===== src/hw/rtl/cle_pkg.sv =====
`timescale 1ns / 1ps
// Shared types, action and status codes for the circular list engine.
package cle_pkg;

    // Action codes carried on the input beat
    localparam logic [2:0] ACT_INS_FRONT = 3'd0;
    localparam logic [2:0] ACT_INS_BACK  = 3'd1;
    localparam logic [2:0] ACT_SEARCH    = 3'd2;
    localparam logic [2:0] ACT_INS_AFTER = 3'd3;
    localparam logic [2:0] ACT_DEL_FIRST = 3'd4;
    localparam logic [2:0] ACT_DUMP      = 3'd5;

    // Status codes carried on the result beat
    localparam logic [2:0] ST_OK         = 3'd0;
    localparam logic [2:0] ST_FULL       = 3'd1;
    localparam logic [2:0] ST_EMPTY      = 3'd2;
    localparam logic [2:0] ST_NOT_FOUND  = 3'd3;
    localparam logic [2:0] ST_BAD_HANDLE = 3'd4;

    // Read address source for the node memories
    typedef enum logic [1:0] {
        RD_TAIL,
        RD_PREV,
        RD_LINK
    } rd_sel_t;

    // Result beat source
    typedef enum logic [2:0] {
        RES_FULL,
        RES_BAD,
        RES_EMPTY,
        RES_MISS,
        RES_INSERT,
        RES_NODE
    } res_sel_t;

    typedef struct packed {
        logic     in_load;
        logic     rd_en;
        rd_sel_t  rd_sel;
        logic     scan_clr;
        logic     scan_inc;
        logic     slot_load;
        logic     cur_load;
        logic     cnt_clr;
        logic     cnt_inc;
        logic     ins_node;
        logic     ins_first;
        logic     link_prev;
        logic     del_head;
        logic     out_load;
        res_sel_t res_sel;
        logic     out_last;
    } cmd_t;

    typedef struct packed {
        logic [2:0] action;
        logic       nonempty;
        logic       handle_ok;
        logic       scan_free;
        logic       scan_last;
        logic       hit;
        logic       at_tail;
        logic       cnt_last;
    } sts_t;

endpackage


===== src/hw/rtl/cle_ctrl.sv =====
`timescale 1ns / 1ps
// Sequencer for the circular list engine: decodes actions and drives the datapath.
module cle_ctrl (
    input  logic          clk,
    input  logic          rst_n,
    input  logic          in_valid,
    output logic          in_ready,
    output logic          out_valid,
    input  logic          out_ready,
    input  cle_pkg::sts_t sts,
    output cle_pkg::cmd_t cmd
);
    import cle_pkg::*;

    typedef enum logic [3:0] {
        S_IDLE,
        S_DECODE,
        S_FIND,
        S_INS_A,
        S_INS_B,
        S_HEAD,
        S_SEARCH,
        S_DELETE,
        S_DUMP
    } state_t;

    state_t state_reg;
    state_t state_next;
    logic   out_valid_reg;
    logic   out_valid_next;
    logic   out_free;
    logic   dump_last;

    assign out_free  = !out_valid_reg || out_ready;
    assign dump_last = sts.at_tail || sts.cnt_last;
    assign in_ready  = (state_reg == S_IDLE);
    assign out_valid = out_valid_reg;

    always_comb
    begin
        cmd        = '0;
        state_next = state_reg;
        case (state_reg)
            S_IDLE:
            begin
                if (in_valid)
                begin
                    cmd.in_load = 1'b1;
                    state_next  = S_DECODE;
                end
            end
            S_DECODE:
            begin
                case (sts.action)
                    ACT_INS_FRONT, ACT_INS_BACK:
                    begin
                        cmd.scan_clr = 1'b1;
                        state_next   = S_FIND;
                    end
                    ACT_INS_AFTER:
                    begin
                        if (sts.handle_ok)
                        begin
                            cmd.scan_clr = 1'b1;
                            state_next   = S_FIND;
                        end
                        else
                        begin
                            cmd.res_sel  = RES_BAD;
                            cmd.out_last = 1'b1;
                            if (out_free)
                            begin
                                cmd.out_load = 1'b1;
                                state_next   = S_IDLE;
                            end
                        end
                    end
                    ACT_SEARCH, ACT_DEL_FIRST, ACT_DUMP:
                    begin
                        if (sts.nonempty)
                        begin
                            cmd.rd_en  = 1'b1;
                            cmd.rd_sel = RD_TAIL;
                            state_next = S_HEAD;
                        end
                        else
                        begin
                            cmd.res_sel  = (sts.action == ACT_SEARCH) ? RES_MISS : RES_EMPTY;
                            cmd.out_last = 1'b1;
                            if (out_free)
                            begin
                                cmd.out_load = 1'b1;
                                state_next   = S_IDLE;
                            end
                        end
                    end
                    default:
                    begin
                        state_next = S_IDLE;
                    end
                endcase
            end
            S_FIND:
            begin
                if (sts.scan_free)
                begin
                    cmd.slot_load = 1'b1;
                    cmd.rd_en     = 1'b1;
                    cmd.rd_sel    = RD_PREV;
                    state_next    = S_INS_A;
                end
                else if (sts.scan_last)
                begin
                    cmd.res_sel  = RES_FULL;
                    cmd.out_last = 1'b1;
                    if (out_free)
                    begin
                        cmd.out_load = 1'b1;
                        state_next   = S_IDLE;
                    end
                end
                else
                begin
                    cmd.scan_inc = 1'b1;
                end
            end
            S_INS_A:
            begin
                cmd.res_sel  = RES_INSERT;
                cmd.out_last = 1'b1;
                if (sts.nonempty)
                begin
                    cmd.ins_node = 1'b1;
                    state_next   = S_INS_B;
                end
                else if (out_free)
                begin
                    cmd.ins_node  = 1'b1;
                    cmd.ins_first = 1'b1;
                    cmd.out_load  = 1'b1;
                    state_next    = S_IDLE;
                end
            end
            S_INS_B:
            begin
                cmd.res_sel  = RES_INSERT;
                cmd.out_last = 1'b1;
                if (out_free)
                begin
                    cmd.link_prev = 1'b1;
                    cmd.out_load  = 1'b1;
                    state_next    = S_IDLE;
                end
            end
            S_HEAD:
            begin
                cmd.cur_load = 1'b1;
                cmd.cnt_clr  = 1'b1;
                cmd.rd_en    = 1'b1;
                cmd.rd_sel   = RD_LINK;
                if (sts.action == ACT_SEARCH)
                begin
                    state_next = S_SEARCH;
                end
                else if (sts.action == ACT_DEL_FIRST)
                begin
                    state_next = S_DELETE;
                end
                else
                begin
                    state_next = S_DUMP;
                end
            end
            S_SEARCH:
            begin
                cmd.out_last = 1'b1;
                if (sts.hit)
                begin
                    cmd.res_sel = RES_NODE;
                    if (out_free)
                    begin
                        cmd.out_load = 1'b1;
                        state_next   = S_IDLE;
                    end
                end
                else if (dump_last)
                begin
                    cmd.res_sel = RES_MISS;
                    if (out_free)
                    begin
                        cmd.out_load = 1'b1;
                        state_next   = S_IDLE;
                    end
                end
                else
                begin
                    cmd.cur_load = 1'b1;
                    cmd.cnt_inc  = 1'b1;
                    cmd.rd_en    = 1'b1;
                    cmd.rd_sel   = RD_LINK;
                end
            end
            S_DELETE:
            begin
                cmd.res_sel  = RES_NODE;
                cmd.out_last = 1'b1;
                if (out_free)
                begin
                    cmd.del_head = 1'b1;
                    cmd.out_load = 1'b1;
                    state_next   = S_IDLE;
                end
            end
            S_DUMP:
            begin
                cmd.res_sel  = RES_NODE;
                cmd.out_last = dump_last;
                if (out_free)
                begin
                    cmd.out_load = 1'b1;
                    if (dump_last)
                    begin
                        state_next = S_IDLE;
                    end
                    else
                    begin
                        cmd.cur_load = 1'b1;
                        cmd.cnt_inc  = 1'b1;
                        cmd.rd_en    = 1'b1;
                        cmd.rd_sel   = RD_LINK;
                    end
                end
            end
            default:
            begin
                state_next = S_IDLE;
            end
        endcase
    end

    assign out_valid_next = (out_valid_reg && !out_ready) || cmd.out_load;

    always_ff @(posedge clk or negedge rst_n)
    begin
        if (!rst_n)
        begin
            state_reg     <= S_IDLE;
            out_valid_reg <= 1'b0;
        end
        else
        begin
            state_reg     <= state_next;
            out_valid_reg <= out_valid_next;
        end
    end

endmodule


===== src/hw/rtl/cle_datapath.sv =====
`timescale 1ns / 1ps
// Node pool storage, list pointers, scan counters and result register.
module cle_datapath #(
    parameter int POOL_DEPTH = 16,
    parameter int ITEM_WIDTH = 32
) (
    input  logic                clk,
    input  logic                rst_n,
    input  logic [2:0]          action,
    input  logic signed [31:0]  value,
    input  logic [3:0]          handle,
    input  cle_pkg::cmd_t       cmd,
    output cle_pkg::sts_t       sts,
    output logic [2:0]          status,
    output logic [3:0]          node_handle,
    output logic signed [31:0]  item_out,
    output logic                last_result
);
    import cle_pkg::*;

    localparam int SW = (POOL_DEPTH > 1) ? $clog2(POOL_DEPTH) : 1;
    localparam logic [SW-1:0] LAST_IDX = SW'(POOL_DEPTH - 1);

    // node memories
    logic [ITEM_WIDTH-1:0] val_mem [POOL_DEPTH];
    logic [SW-1:0]         link_mem [POOL_DEPTH];

    logic [POOL_DEPTH-1:0] in_use_reg;
    logic [POOL_DEPTH-1:0] in_use_next;
    logic [SW-1:0]         tail_reg;
    logic [SW-1:0]         tail_next;
    logic                  nonempty_reg;
    logic                  nonempty_next;

    logic [2:0]            action_reg;
    logic [ITEM_WIDTH-1:0] item_reg;
    logic [3:0]            handle_reg;
    logic [SW-1:0]         scan_reg;
    logic [SW-1:0]         slot_reg;
    logic [SW-1:0]         cur_reg;
    logic [SW-1:0]         cnt_reg;
    logic [ITEM_WIDTH-1:0] rd_val_reg;
    logic [SW-1:0]         rd_link_reg;

    logic [2:0]            status_reg;
    logic [3:0]            node_handle_reg;
    logic [31:0]           item_out_reg;
    logic                  last_result_reg;

    logic [ITEM_WIDTH-1:0] item_in;
    logic [SW-1:0]         handle_slot;
    logic [SW-1:0]         prev_slot;
    logic [SW-1:0]         rd_addr;
    logic                  link_we;
    logic [SW-1:0]         link_waddr;
    logic [SW-1:0]         link_wdata;
    logic                  at_tail;
    logic                  tail_moves;
    logic [2:0]            res_status;
    logic [SW-1:0]         res_slot;
    logic [ITEM_WIDTH-1:0] res_item;

    // sign-extend (or trim) the 32-bit input into the stored item width
    assign item_in     = ITEM_WIDTH'(value);
    assign handle_slot = SW'(handle_reg);
    assign prev_slot   = (action_reg == ACT_INS_AFTER) ? handle_slot : tail_reg;
    assign at_tail     = (cur_reg == tail_reg);

    assign sts.action    = action_reg;
    assign sts.nonempty  = nonempty_reg;
    assign sts.handle_ok = nonempty_reg && (int'(handle_reg) < POOL_DEPTH)
                           && in_use_reg[handle_slot];
    assign sts.scan_free = !in_use_reg[scan_reg];
    assign sts.scan_last = (scan_reg == LAST_IDX);
    assign sts.hit       = (rd_val_reg == item_reg);
    assign sts.at_tail   = at_tail;
    assign sts.cnt_last  = (cnt_reg == LAST_IDX);

    always_comb
    begin
        case (cmd.rd_sel)
            RD_TAIL: rd_addr = tail_reg;
            RD_PREV: rd_addr = prev_slot;
            RD_LINK: rd_addr = rd_link_reg;
            default: rd_addr = tail_reg;
        endcase
    end

    // single write port on the link memory
    always_comb
    begin
        link_we    = 1'b0;
        link_waddr = slot_reg;
        link_wdata = slot_reg;
        if (cmd.ins_node)
        begin
            link_we    = 1'b1;
            link_wdata = nonempty_reg ? rd_link_reg : slot_reg;
        end
        else if (cmd.link_prev)
        begin
            link_we    = 1'b1;
            link_waddr = prev_slot;
        end
        else if (cmd.del_head && !at_tail)
        begin
            link_we    = 1'b1;
            link_waddr = tail_reg;
            link_wdata = rd_link_reg;
        end
    end

    assign tail_moves = (action_reg == ACT_INS_BACK)
                        || ((action_reg == ACT_INS_AFTER) && (handle_slot == tail_reg));

    always_comb
    begin
        in_use_next   = in_use_reg;
        tail_next     = tail_reg;
        nonempty_next = nonempty_reg;
        if (cmd.ins_node)
        begin
            in_use_next[slot_reg] = 1'b1;
        end
        if (cmd.ins_first)
        begin
            tail_next     = slot_reg;
            nonempty_next = 1'b1;
        end
        if (cmd.link_prev && tail_moves)
        begin
            tail_next = slot_reg;
        end
        if (cmd.del_head)
        begin
            in_use_next[cur_reg] = 1'b0;
            if (at_tail)
            begin
                nonempty_next = 1'b0;
            end
        end
    end

    always_comb
    begin
        res_status = ST_OK;
        res_slot   = '0;
        res_item   = '0;
        case (cmd.res_sel)
            RES_FULL:   res_status = ST_FULL;
            RES_BAD:    res_status = ST_BAD_HANDLE;
            RES_EMPTY:  res_status = ST_EMPTY;
            RES_MISS:   res_status = ST_NOT_FOUND;
            RES_INSERT:
            begin
                res_slot = slot_reg;
                res_item = item_reg;
            end
            RES_NODE:
            begin
                res_slot = cur_reg;
                res_item = rd_val_reg;
            end
            default:    res_status = ST_OK;
        endcase
    end

    always_ff @(posedge clk or negedge rst_n)
    begin
        if (!rst_n)
        begin
            in_use_reg   <= '0;
            tail_reg     <= '0;
            nonempty_reg <= 1'b0;
        end
        else
        begin
            in_use_reg   <= in_use_next;
            tail_reg     <= tail_next;
            nonempty_reg <= nonempty_next;
        end
    end

    always_ff @(posedge clk)
    begin
        if (cmd.in_load)
        begin
            action_reg <= action;
            item_reg   <= item_in;
            handle_reg <= handle;
        end
        if (cmd.scan_clr)
        begin
            scan_reg <= '0;
        end
        else if (cmd.scan_inc)
        begin
            scan_reg <= scan_reg + 1'b1;
        end
        if (cmd.slot_load)
        begin
            slot_reg <= scan_reg;
        end
        if (cmd.cur_load)
        begin
            cur_reg <= rd_link_reg;
        end
        if (cmd.cnt_clr)
        begin
            cnt_reg <= '0;
        end
        else if (cmd.cnt_inc)
        begin
            cnt_reg <= cnt_reg + 1'b1;
        end
        if (cmd.out_load)
        begin
            status_reg      <= res_status;
            node_handle_reg <= 4'(res_slot);
            item_out_reg    <= 32'(res_item);
            last_result_reg <= cmd.out_last;
        end
    end

    always_ff @(posedge clk)
    begin
        if (cmd.ins_node)
        begin
            val_mem[slot_reg] <= item_reg;
        end
        if (cmd.rd_en)
        begin
            rd_val_reg <= val_mem[rd_addr];
        end
    end

    always_ff @(posedge clk)
    begin
        if (link_we)
        begin
            link_mem[link_waddr] <= link_wdata;
        end
        if (cmd.rd_en)
        begin
            rd_link_reg <= link_mem[rd_addr];
        end
    end

    assign status      = status_reg;
    assign node_handle = node_handle_reg;
    assign item_out    = item_out_reg;
    assign last_result = last_result_reg;

endmodule


===== src/hw/rtl/circular_list_engine.sv =====
`timescale 1ns / 1ps
// Top level of the circular list engine: sequencer plus node pool datapath.
//
//  channel | beat fields                            | handshake
//  --------+----------------------------------------+--------------------
//  in      | action, value, handle                  | in_valid / in_ready
//  out     | status, node_handle, item_out,         | out_valid / out_ready
//          | last_result                            |
//
// One input beat at a time; in_ready is high only while the sequencer is idle.
// Each beat is decoded; empty list, bad handle and unknown actions end in DECODE. An insert
// scans one slot per cycle for a free one (1 to POOL_DEPTH), then INS_A and, if nonempty,
// INS_B; search and dump pass HEAD and one node per step, delete first HEAD and DELETE.
// Reset clears the in-use bits, tail and nonempty flag; node memories need no clearing.
// A stalled result holds the sequencer where it emits; a last beat waiting alone does not.
module circular_list_engine #(
    parameter int POOL_DEPTH = 16,
    parameter int ITEM_WIDTH = 32
) (
    input  logic               clk,
    input  logic               rst_n,
    input  logic               in_valid,
    output logic               in_ready,
    input  logic [2:0]         action,
    input  logic signed [31:0] value,
    input  logic [3:0]         handle,
    output logic               out_valid,
    input  logic               out_ready,
    output logic [2:0]         status,
    output logic [3:0]         node_handle,
    output logic signed [31:0] item_out,
    output logic               last_result
);
    import cle_pkg::*;

    cmd_t cmd;   // sequencer -> datapath
    sts_t sts;   // datapath -> sequencer

    cle_ctrl u_ctrl (
        .clk       (clk),
        .rst_n     (rst_n),
        .in_valid  (in_valid),
        .in_ready  (in_ready),
        .out_valid (out_valid),
        .out_ready (out_ready),
        .sts       (sts),
        .cmd       (cmd)
    );

    cle_datapath #(
        .POOL_DEPTH (POOL_DEPTH),
        .ITEM_WIDTH (ITEM_WIDTH)
    ) u_dp (
        .clk         (clk),
        .rst_n       (rst_n),
        .action      (action),
        .value       (value),
        .handle      (handle),
        .cmd         (cmd),
        .sts         (sts),
        .status      (status),
        .node_handle (node_handle),
        .item_out    (item_out),
        .last_result (last_result)
    );

`ifndef SYNTHESIS
    // only one beat in flight: ready drops right after an accept
    a_one_in_flight: assert property (@(posedge clk) disable iff (!rst_n)
        (in_valid && in_ready) |=> !in_ready)
        else $error("input accepted while a beat is still in work");

    // the result register is never overwritten while holding an untaken beat
    a_no_overwrite: assert property (@(posedge clk) disable iff (!rst_n)
        cmd.out_load |-> (!out_valid || out_ready))
        else $error("result register loaded over a pending beat");

    // only a dump produces more than one result beat
    a_multi_only_dump: assert property (@(posedge clk) disable iff (!rst_n)
        (out_valid && !last_result) |-> (sts.action == ACT_DUMP))
        else $error("non-final result beat outside a dump");
`endif

endmodule


===== config.mk =====
export PLATFORM = sky130hd
export DESIGN_NAME = circular_list_engine
export DESIGN_NICKNAME = d
export VERILOG_FILES = /design/src/hw/rtl/cle_pkg.sv /design/src/hw/rtl/cle_ctrl.sv /design/src/hw/rtl/cle_datapath.sv /design/src/hw/rtl/circular_list_engine.sv
export SDC_FILE = /design/constraint.sdc
export NUM_CORES = 1
export LEC_CHECK = 0
export BUFFER_PORTS_ARGS = -buffer_cell sky130_fd_sc_hd__buf_2
export CAP_MARGIN = 0
export CELL_PAD_IN_SITES_DETAIL_PLACEMENT = 1
export CELL_PAD_IN_SITES_GLOBAL_PLACEMENT = 2
export CORE_MARGIN = 3
export CORE_UTILIZATION = 47
export DETAILED_ROUTE_END_ITERATION = 12
export GPL_ROUTABILITY_DRIVEN = 0
export GPL_TIMING_DRIVEN = 0
export PLACE_DENSITY_LB_ADDON = 0.1
export SYNTH_ARGS = -nofsm -noshare
export SYNTH_HDL_FRONTEND = slang
export SYNTH_SLANG_ARGS = --single-unit

===== constraint.sdc =====
create_clock -name clk -period 9.3 [get_ports clk]
set_clock_uncertainty 0.15 [all_clocks]
set_input_delay 1.395 -clock clk [delete_from_list [all_inputs] [get_ports clk]]
set_output_delay 1.395 -clock clk [all_outputs]
set_load 0.01 [all_outputs]

==> flow_summary_export.csv, run 1 <==
group,metric,value,unit
sta,finalMaxSlewViolations,0,
setup_path,critical_path.top_delay_family,"buffers and inverters",
cts,numCtsBuffers,80,
detailed_routing,wirelength,96900,µm
setup_path,start_kind,"flop",
setup_path,worstPathRequired,9.50,ns
setup_path,crit_chain,"xnor2_1 > nand4_1 > nor4_1 > a21oi_1 > a31oi_1 > clkbuf_1 > nand2_1 > inv_1 > ha_1 > a21oi_1 > o211ai_1 > clkbuf_1 > clkbuf_1 > nand3_1 > a21oi_1 > nor4_1",
worst_hold_path,worstHoldEndpoint,"u_dp.slot_reg[2]",
setup_path,crit_arrival,8.58,ns
detailed_routing,postRouteAntennaNets,0,
layout,reg.largest.list,"u_dp.val_mem: 512 flops, u_dp.link_mem: 64 flops",
cts,clock_latency,0.62,ns
pwr,p_per_area,343,nW/µm²
floorplan,die_w,259,µm
worst_hold_path,hp-class,"reg2reg",
cts,cts_hold_buffers,0,
sta,worst_pin_slew,1.38,ns
layout,largest_register_ffs,512,
sta,finalCritPeriodShare,90.1,%
pwr,peakVddDrop,182,µV
grt,grt_max_degree,28,
floorplan,dieArea,67000,µm²
pwr,seqPwrFrac,38.3,%
setup_path,critPathMaxStageDelay,1.12,ns
worst_hold_path,worstHoldStart,"u_dp.scan_reg[2]",
run_status,status,"complete, no violations",
floorplan,coreArea,63200,µm²
grt,grt_pass1_wl,141000,µm
sta,min_period,8.38,ns
cts,cts-root-buf,"clkbuf_16",
job,max_cap_viol_count,0,
layout,antenna_cells,0,
logic_synthesis,yosysSeqAreaShare,72.6,%
grt,grt_overflow,0,
pwr,swShare,39.3,%
pwr,pwr-share-comb,36.0,%
grt,grt.total_usage,29.0,%
floorplan,initial_utilization,47.5,%
floorplan,std_cell_rows,92,
detailed_routing,viasPerCell,5.84,
pwr,power_report.internal_total,7.20,mW
setup_path,path_buf_inv,4,
grt,antenna_found_initial,3,
layout,nets,2590,
logic_synthesis,async_reset_ff_share,3.55,%
place,dp_hpwl,65300,µm
logic_synthesis,ys_seq_elements,733,
place,placed_cell_area,32100,µm²
sta,max_freq,0.119,GHz
cts,clkSinkCount,733,
logic_synthesis,avgSynthCellArea,12.8,µm²
layout,finalInstanceArea,34600,µm²
layout,area_growth,15.3,%
setup_path,crit_path_max_fanout,18,
pwr,total_leakage_power,12.1,nW
layout,final_core_util,54.8,%
pwr,power_frac_clock,25.7,%
floorplan,boundaryPins,85,
pwr,power.total,11.9,mW
layout,top_register,"u_dp.val_mem",
place,place_ws,1.13,ns
place,dp.cells,3307,
setup_path,worst_r2r_startpoint,"u_dp.item_reg[26]",
sta,setup_violations,0,
sta,setup_slack,0.924,ns
logic_synthesis,syn_inst,2344,
detailed_routing,drt_first_pass_iters,5,
logic_synthesis,synth_area,30000,µm²
worst_hold_path,holdPathStages,0,
logic_synthesis,synth_warnings,0,
cts,post-cts-setup-buffer-count,0,
sta,fin_tns_setup,0,ns
grt,grt_pass1_vias,20900,
cts,clock_path_buffers,3,
cts,htreeDepth,3,
cts,ctsResizeCount,0,
setup_path,r2r_slack,0.92,ns
layout,finalNonFillerCells,3452,
sta,rsz0062_at_grt,"false",
setup_path,rr_endpoint,"u_dp.rd_link_reg[3]",
detailed_routing,route.detailed.drc,0,
setup_path,endpoint_kind,"flop",
place,io_buffers,84,
layout,drive_above_1_share,13.0,%
sta,holdWs,0.286,ns
logic_synthesis,synth_edf_count,699,
sta,slew_headroom,7.24,%
logic_synthesis,synth_cell_types,61,
setup_path,ff2ff_path_depth,16,
floorplan,die_h,259,µm
logic_synthesis,synth_top_flop_cell,"edfxtp_1",
cts,tritoncts,"yes",
logic_synthesis,syn-num-nets,2391,
sta,hold_viol,0,
cts,clk_pin_slew,0.06,ns
detailed_routing,drt_iter0_drc,1895,
detailed_routing,dr_total_vias,20200,
setup_path,slowest_stage,"nor4_1",
detailed_routing,wl_per_cell,28.1,µm
setup_path,crit_type,"reg2reg",
pwr,switchingPower,4.67,mW
==> layout make-up <==
| class | count | area, µm² |
|---|---|---|
| fillers | 6339 | 28600 |
| flip-flops and latches | 733 | 21800 |
| multi-input cells | 1468 | 7720 |
| clock buffers | 104 | 2170 |
| well taps | 846 | 1060 |
| repair buffers | 117 | 922 |
| plain buffers | 135 | 611 |
| clock inverters | 41 | 315 |
| inverters | 8 | 30.0 |
==> logic make-up (layout without fill, tap and decap cells) <==
logic type / after synthesis / after routing / synth area share (%)
simple gates: 1060 / 1060 / 15.4
flops: 733 / 733 / 72.6
compound gates: 303 / 303 / 6.21
buf+inv: 143 / 405 / 2.13
mux: 58 / 58 / 2.26
xor+xnor: 43 / 43 / 1.25
fa+ha+maj: 4 / 4 / 0.167
==> worst max-delay path by stage <==
stage / cells past startpoint / start / end / slack (ns)
6_report: 16 / u_dp.item_reg[26] / u_dp.rd_link_reg[3] / 0.92
5_1_grt: 17 / u_dp.item_reg[26] / u_dp.rd_val_reg[29] / 0.70
4_1_cts: 18 / u_dp.item_reg[26] / u_dp.rd_val_reg[29] / 1.12
3_5_place_dp: 18 / u_dp.item_reg[26] / u_dp.rd_val_reg[29] / 1.13
3_3_place_gp: 6 / out_ready / u_dp.val_mem[4][18] / -0.21
2_1_floorplan: 5 / out_ready / u_dp.val_mem[4][0] / 3.80
==> metal layers <==
metal	vias up	GRT usage [%]	share of wire (%)
met5	-	0	0.025
met2	781	47.4	48
li1	8893	-	-
met1	10300	38.9	41
met4	4	10.6	3.5
met3	177	5.45	7.2
==> power groups by stage <==
stage | combinational (mW) | sequential [mW] | clock (mW)
after floorplan | 2.44 | 4.51 | 0
after global placement | 4.05 | 4.61 | 0
after detailed placement | 4.23 | 4.60 | 0
after CTS | 4.25 | 4.54 | 3.09
after global routing | 4.59 | 4.58 | 3.23
final | 4.27 | 4.54 | 3.05
==> synthesized netlist by cell type (9+ instances only) <==
cell,count,area share [%]
buf_1,9,0.11
o22ai_1,75,1.6
mux2_2,9,0.34
buf_2,23,0.38
nand2_1,536,6.7
clkbuf_1,86,1.1
dfrtp_1,26,2.2
nor2_1,315,3.9
nor2b_1,11,0.23
mux2i_1,42,1.4
nand4_1,12,0.25
nor4_1,11,0.23
buf_4,14,0.35
nor3_1,14,0.23
nand2b_1,15,0.31
nand3_1,83,1.4
nor4_2,31,1.3
a21oi_1,129,2.1
xnor2_1,37,1.1
a22oi_1,37,0.92
edfxtp_1,699,70
o21ai_0,13,0.22
==> cell usage in the layout (no fill, tap or decap), drive strengths merged, types with 9 or more instances in the layout <==
master,n
o21ai,15
inv,10
a22oi,37
nor4,42
nand3,85
nor2b,11
nand2b,15
nor3,14
nor2,316
clkbuf,190
o22ai,75
nand2,536
buf,166
nand4,12
a21oi,129
dfrtp,26
clkinv,32
mux2,9
edfxtp,699
xnor2,37
mux2i,42
No activity file was read; power rests on OpenSTA's default activity.
==> run 2: changes to the inputs <==
--- a/config.mk
+++ b/config.mk
@@ -9,11 +9,13 @@
 export CAP_MARGIN = 0
 export CELL_PAD_IN_SITES_DETAIL_PLACEMENT = 1
 export CELL_PAD_IN_SITES_GLOBAL_PLACEMENT = 2
+export CORE_ASPECT_RATIO = 0.9
 export CORE_MARGIN = 3
 export CORE_UTILIZATION = 47
 export DETAILED_ROUTE_END_ITERATION = 12
 export GPL_ROUTABILITY_DRIVEN = 0
 export GPL_TIMING_DRIVEN = 0
+export HOLD_SLACK_MARGIN = 0.06
 export PLACE_DENSITY_LB_ADDON = 0.1
 export SYNTH_ARGS = -nofsm -noshare
 export SYNTH_HDL_FRONTEND = slang
==> flow_summary_export.csv, run 2 (same netlist as run 1, synthesis figures left out) <==
group,metric,value,unit
setup_path,endpoint_kind,"flop",
cts,clock_path_buffers,3,
place,io_buffers,84,
sta,rsz0062_at_grt,"false",
floorplan,initial_utilization,47.8,%
layout,finalNonFillerCells,3442,
setup_path,worst_r2r_startpoint,"u_dp.item_reg[23]",
setup_path,endpoint,"u_dp.rd_val_reg[29]",
cts,tritoncts,"yes",
floorplan,coreArea,62900,µm²
setup_path,crit_path_max_fanout,18,
pwr,peakVddDrop,177,µV
cts,clk_pin_slew,0.06,ns
floorplan,die_h,246,µm
detailed_routing,drt_first_pass_iters,6,
floorplan,boundaryPins,85,
cts,cts_hold_buffers,0,
grt,grt_pass1_vias,21000,
sta,setup_violations,0,
layout,multiInputGateArea,7730,µm²
place,dp.cells,3305,
cts,htreeDepth,3,
layout,largest_register_ffs,512,
cts,cts-root-buf,"clkbuf_16",
setup_path,crit_arrival,7.80,ns
layout,reg.largest.list,"u_dp.val_mem: 512 flops, u_dp.link_mem: 64 flops",
grt,antenna_found_initial,5,
setup_path,crit_type,"reg2reg",
setup_path,start_kind,"flop",
setup_path,worstPathRequired,9.53,ns
setup_path,rr_endpoint,"u_dp.rd_val_reg[29]",
layout,mostFrequentLayoutCell,"edfxtp_1",
layout,nets,2586,
grt,grt_overflow,0,
layout,drive_above_1_share,12.6,%
setup_path,ff2ff_path_depth,18,
setup_path,crit_start,"u_dp.item_reg[23]",
pwr,p_per_area,340,nW/µm²
detailed_routing,route.detailed.drc,0,
floorplan,dieArea,67000,µm²
sta,finalMaxSlewViolations,0,
place,dp_hpwl,66800,µm
layout,final_cell_mix,"edfxtp_1 (699), nand2_1 (536), nor2_1 (302), a21oi_1 (129), clkbuf_1 (108)",
grt,grt_pass1_wl,139000,µm
cts,clkSinkCount,733,
sta,slew_headroom,5.61,%
layout,fill_cells,6370,
floorplan,std_cell_rows,87,
layout,area_growth,14.9,%
run_status,status,"complete, no violations",
pwr,total_leakage_power,12.1,nW
layout,final_core_util,54.9,%
sta,finalCritPeriodShare,81.4,%
sta,min_period,7.57,ns
layout,register_area,21800,µm²
detailed_routing,drt_iter0_drc,1863,
detailed_routing,wl_per_cell,27.9,µm
detailed_routing,postRouteAntennaNets,0,
worst_hold_path,hp-class,"reg2reg",
detailed_routing,dr_total_vias,20300,
setup_path,r2r_slack,1.73,ns
floorplan,die_w,273,µm
cts,numCtsBuffers,77,
grt,grt_max_degree,27,
layout,top_register,"u_dp.val_mem",
sta,max_freq,0.132,GHz
cts,post-cts-setup-buffer-count,0,
sta,worst_pin_slew,1.38,ns
sta,hold_viol,0,
grt,grt.total_usage,28.7,%
detailed_routing,viasPerCell,5.89,
cts,clock_latency,0.64,ns
detailed_routing,wirelength,96000,µm
sta,fin_tns_setup,0,ns
job,max_cap_viol_count,0,
cts,ctsResizeCount,0,
-- run 2: cell count changes in the layout (fill, tap and decap cells not counted), moves of 2 or more --
cell        before  now
clkinv_1        16   14
bufinv_16        4    1
buf_12          14    8
diode_2          0    2
clkinv_2        14   10
clkbuf_8         4    2
clkinvlp_4       3    1
buf_16           0    6
clkbuf_1       104  108
-- run 2: how the worst min path moves through the flow --
stage / slack (ns) / depth (start not counted) / end / start
2_1_floorplan: 0.26 / 0 / u_dp.slot_reg[2] / u_dp.scan_reg[2]
3_3_place_gp: 0.26 / 0 / u_dp.slot_reg[2] / u_dp.scan_reg[2]
3_5_place_dp: 0.27 / 0 / u_dp.slot_reg[2] / u_dp.scan_reg[2]
4_1_cts: 0.28 / 0 / u_dp.slot_reg[2] / u_dp.scan_reg[2]
5_1_grt: 0.29 / 0 / u_dp.slot_reg[2] / u_dp.scan_reg[2]
6_report: 0.29 / 0 / u_dp.slot_reg[2] / u_dp.scan_reg[2]
-- run 2: routing by layer --
metal	GRT usage [%]	routed length (µm)	vias up
li1	-	-	8882
met1	40.4	41800	10500
met2	45.0	44300	745
met3	6.20	7410	146
met4	8.47	2500	2
met5	0	13	-
-- run 2: area by class of cell --
cell class	count	share of cell area (%)
clock buffers	106	6.26
repair buffers	116	2.76
plain buffers	135	1.77
flip-flops and latches	733	63.1
well taps	845	3.06
clock inverters	29	0.515
inverters	8	0.0870
diodes	2	0.0145
multi-input cells	1468	22.4
-- run 2: report_power, final --
part	total, mW	internal (mW)	switching (mW)
logic	4.24	1.22	3.02
registers	4.56	4.21	0.349
clock network	2.93	1.65	1.28
-- run 2: metrics by stage --
stage | hold WS (ns) | power [mW] | area, µm² | setup slack (ns)
final | 0.286 | 11.7 | 34500 | 1.73
after CTS | 0.284 | 11.7 | 34500 | 1.88
after detailed placement | 0.269 | 8.81 | 32200 | 1.89
after global routing | 0.287 | 12.3 | 34500 | 1.40
after global placement | 0.264 | 8.62 | 31500 | 0.554
after floorplan | 0.256 | 6.95 | 30000 | 3.80
-- run 2: critical path: stages (launching register included) --
cell      delay, ns
edfxtp_1       0.67
xnor2_1        0.56
nand4_1        0.28
nor4_1         1.00
a21oi_1        0.38
a31oi_1        0.30
clkbuf_1       0.47
nand2_1        0.16
inv_1          0.09
ha_1           0.28
nor2b_1        0.30
nand2_1        0.13
o211ai_1       0.48
clkbuf_1       0.79
clkbuf_1       0.60
nor2_1         0.10
nor2_1         0.13
o22ai_1        0.09
nor4_2         0.36
==> run 3: changes to the inputs <==
--- a/config.mk
+++ b/config.mk
@@ -5,13 +5,14 @@
 export SDC_FILE = /design/constraint.sdc
 export NUM_CORES = 1
 export LEC_CHECK = 0
+export ABC_AREA = 1
 export BUFFER_PORTS_ARGS = -buffer_cell sky130_fd_sc_hd__buf_2
 export CAP_MARGIN = 0
 export CELL_PAD_IN_SITES_DETAIL_PLACEMENT = 1
 export CELL_PAD_IN_SITES_GLOBAL_PLACEMENT = 2
 export CORE_ASPECT_RATIO = 0.9
 export CORE_MARGIN = 3
-export CORE_UTILIZATION = 47
+export CORE_UTILIZATION = 39
 export DETAILED_ROUTE_END_ITERATION = 12
 export GPL_ROUTABILITY_DRIVEN = 0
 export GPL_TIMING_DRIVEN = 0
==> constraint.sdc (replaced) <==
create_clock -name clk -period 6.4 [get_ports clk]
set_clock_uncertainty 0.15 [all_clocks]
set_input_delay 0.96 -clock clk [delete_from_list [all_inputs] [get_ports clk]]
set_output_delay 0.96 -clock clk [all_outputs]
set_load 0.01 [all_outputs]
==> flow_summary_export.csv, run 3 <==
group,metric,value,unit
run_status,status,"finished with violations",
run_status,violations,"max-capacitance violations, max-slew violations",
setup_path,crit_path_max_fanout,18,
detailed_routing,wl_per_cell,28.7,µm
setup_path,worst_r2r_startpoint,"u_dp.item_reg[17]",
layout,area_growth,15.7,%
layout,nets,2868,
setup_path,crit_start,"u_dp.item_reg[17]",
sta,finalMaxSlewViolations,11,
logic_synthesis,avgSynthCellArea,11.9,µm²
setup_path,crit_chain,"xnor2_1 > nand2_1 > nor2_1 > nand2_1 > nor2_1 > nand2_1 > nand3_1 > nand2_1 > nor2_1 > ha_1 > buf_2 > a21oi_1 > a22oi_4 > inv_2 > buf_1 > nand3_1 > nand3_1 > nand2_1",
grt,grt.total_usage,26.6,%
floorplan,boundaryPins,85,
cts,clock_latency,0.64,ns
sta,finalCritPeriodShare,95.9,%
logic_synthesis,yosysSeqAreaShare,69.7,%
cts,cts-root-buf,"clkbuf_16",
setup_path,slowest_stage,"buf_1",
pwr,power_frac_clock,21.3,%
pwr,power.total,22.0,mW
place,placed_cell_area,33600,µm²
sta,min_period,6.14,ns
sta,worst_pin_slew,1.51,ns
setup_path,endpoint_kind,"flop",
pwr,peakVddDrop,350,µV
sta,slew_headroom,-0.753,%
sta,hold_viol,0,
logic_synthesis,synth.top_cell.area_share,67.1,%
floorplan,dieArea,83700,µm²
setup_path,ff2ff_path_depth,18,
cts,tritoncts,"yes",
floorplan,std_cell_rows,97,
setup_path,cp.depth,18,
setup_path,worstPathRequired,6.64,ns
grt,grt_overflow,0,
layout,final_core_util,46.0,%
setup_path,crit_arrival,6.38,ns
pwr,power_report.internal_total,11.6,mW
logic_synthesis,yosysMostFrequentCell,"edfxtp_1",
floorplan,coreArea,78600,µm²
detailed_routing,route.detailed.drc,0,
logic_synthesis,synth_area_leaders,"edfxtp_1 (67%), o211ai_1 (6.2%), nand2_1 (5.2%)",
cts,numCtsBuffers,81,
detailed_routing,postRouteAntennaNets,0,
setup_path,critPathMaxStageDelay,1.14,ns
cts,clock_path_buffers,3,
worst_hold_path,hp-class,"in2async",
place,io_buffers,84,
pwr,switchingPower,10.3,mW
logic_synthesis,syn_inst,2629,
logic_synthesis,synth_area,31300,µm²
layout,reg.largest.list,"u_dp.val_mem: 512 flops, u_dp.link_mem: 64 flops",
layout,top_register,"u_dp.val_mem",
place,dp_hpwl,78700,µm
logic_synthesis,synth_warnings,0,
logic_synthesis,async_reset_ff_share,3.55,%
floorplan,die_h,275,µm
pwr,pwr-share-comb,48.1,%
logic_synthesis,synth_top_flop_cell,"edfxtp_1",
setup_path,crit_type,"reg2reg",
floorplan,initial_utilization,39.8,%
cts,clkSinkCount,733,
setup_path,cpMostUsedCell,"nand2_1",
detailed_routing,wirelength,112000,µm
logic_synthesis,ys_seq_elements,733,
sta,max_freq,0.163,GHz
detailed_routing,viasPerCell,5.68,
sta,setup_violations,0,
grt,antenna_found_initial,3,
detailed_routing,dr_total_vias,22300,
logic_synthesis,synth_edf_count,699,
cts,htreeDepth,3,
cts,cts_hold_buffers,0,
pwr,p_per_area,606,nW/µm²
grt,grt_max_degree,27,
cts,clk_pin_slew,0.06,ns
logic_synthesis,synth_cell_types,44,
job,max_cap_viol_count,1,
pwr,total_leakage_power,13.2,nW
grt,grt_pass1_vias,22500,
logic_synthesis,syn-num-nets,2676,
setup_path,path_buf_inv,3,
grt,grt_pass1_wl,161000,µm
floorplan,die_w,305,µm
logic_synthesis,yosys.area.top_type,"edfxtp_1",
sta,holdWs,0.183,ns
setup_path,rr_endpoint,"u_dp.rd_link_reg[1]",
setup_path,r2r_slack,0.26,ns
setup_path,critical_path.top_delay_family,"simple AND/OR/NAND/NOR gates",
layout,largest_register_ffs,512,
logic_synthesis,synth_common_cells,"edfxtp_1 (699), nand2_1 (432), inv_1 (337), o211ai_1 (257), nand3_1 (227)",
setup_path,endpoint,"u_dp.rd_link_reg[1]",
detailed_routing,drt_iter0_drc,2203,
detailed_routing,drt_first_pass_iters,5,
layout,drive_above_1_share,11.8,%
sta,fin_tns_setup,0,ns
pwr,swShare,47.1,%
layout,final_cell_mix,"edfxtp_1 (699), nand2_1 (429), inv_1 (337), o211ai_1 (257), nand3_1 (227)",
layout,finalInstanceArea,36200,µm²
sta,rsz0062_at_grt,"false",
pwr,seqPwrFrac,30.6,%
layout,mostFrequentLayoutCell,"edfxtp_1",
setup_path,start_kind,"flop",
==> run 3: cell count changes after synthesis, moves of 42 or more <==
cell | before | now
mux2i_1 | 42 | 0
nand2_1 | 536 | 432
nand3_1 | 83 | 227
nand4_1 | 12 | 79
nor2_1 | 315 | 86
buf_2 | 23 | 72
inv_1 | 8 | 337
o22ai_1 | 75 | 9
o21ai_0 | 13 | 105
o211ai_1 | 3 | 257
==> run 3: timing repair <==
action,4_1_cts,5_1_grt
cloned,0,0
gates resized for setup,1,3
buffers inserted,0,3
endpoints found under the setup margin,16,12
==> run 3: layer usage <==
metal / vias to the layer above / wire length, µm / global-route usage [%]
li1: 9842 / - / -
met1: 11400 / 51500 / 38.6
met2: 816 / 50100 / 41.1
met3: 180 / 6920 / 4.14
met4: 0 / 3920 / 9.07
met5: - / 0 / 0
==> run 3: power by group through the flow <==
stage / clock network (mW) / registers (mW) / logic [mW]
floorplan: 0 / 6.63 / 5.70
detailed placement: 0 / 6.82 / 10.4
global route: 4.95 / 6.78 / 11.3
global placement: 0 / 6.84 / 10.1
finish: 4.67 / 6.72 / 10.6
CTS: 4.74 / 6.73 / 10.5
==> run 3: final cells by class <==
cell class	instances	area (µm²)
Sequential cell	733	21800
Multi-Input combinational cell	1398	7600
Clock buffer	103	2110
Fill cell	8213	42400
Buffer	154	741
Tap cell	1039	1300
Timing Repair Buffer	110	885
Clock inverter	39	470
Antenna cell	1	2.50
Inverter	343	1290
==> run 3: logic make-up after synthesis <==
logic type,synth area share [%]
and+or+nand+nor,12.6
DFF,69.7
buffers and inverters,6.47
AOI/OAI and AO/OA,10.4
xor gates and xnor gates,0.756
adders and majority gates,0.160
==> run 3: how the worst min path moves through the flow <==
stage / from / endpoint / cells after the start
floorplan: u_dp.scan_reg[2] / u_dp.slot_reg[2] / 0
global placement: u_dp.scan_reg[2] / u_dp.slot_reg[2] / 0
detailed placement: u_dp.scan_reg[2] / u_dp.slot_reg[2] / 0
CTS: rst_n / u_ctrl.state_reg[0] / 1
global route: rst_n / u_ctrl.state_reg[1] / 1
finish: rst_n / u_ctrl.state_reg[0] / 1
==> run 3: stage by stage <==
step | setup WS, ns | cells
global route | 0.0538 | 3919
CTS | 0.110 | 3917
finish | 0.265 | 3920
floorplan | 2.67 | 2629
detailed placement | -0.176 | 3775
global placement | -0.0416 | 3752
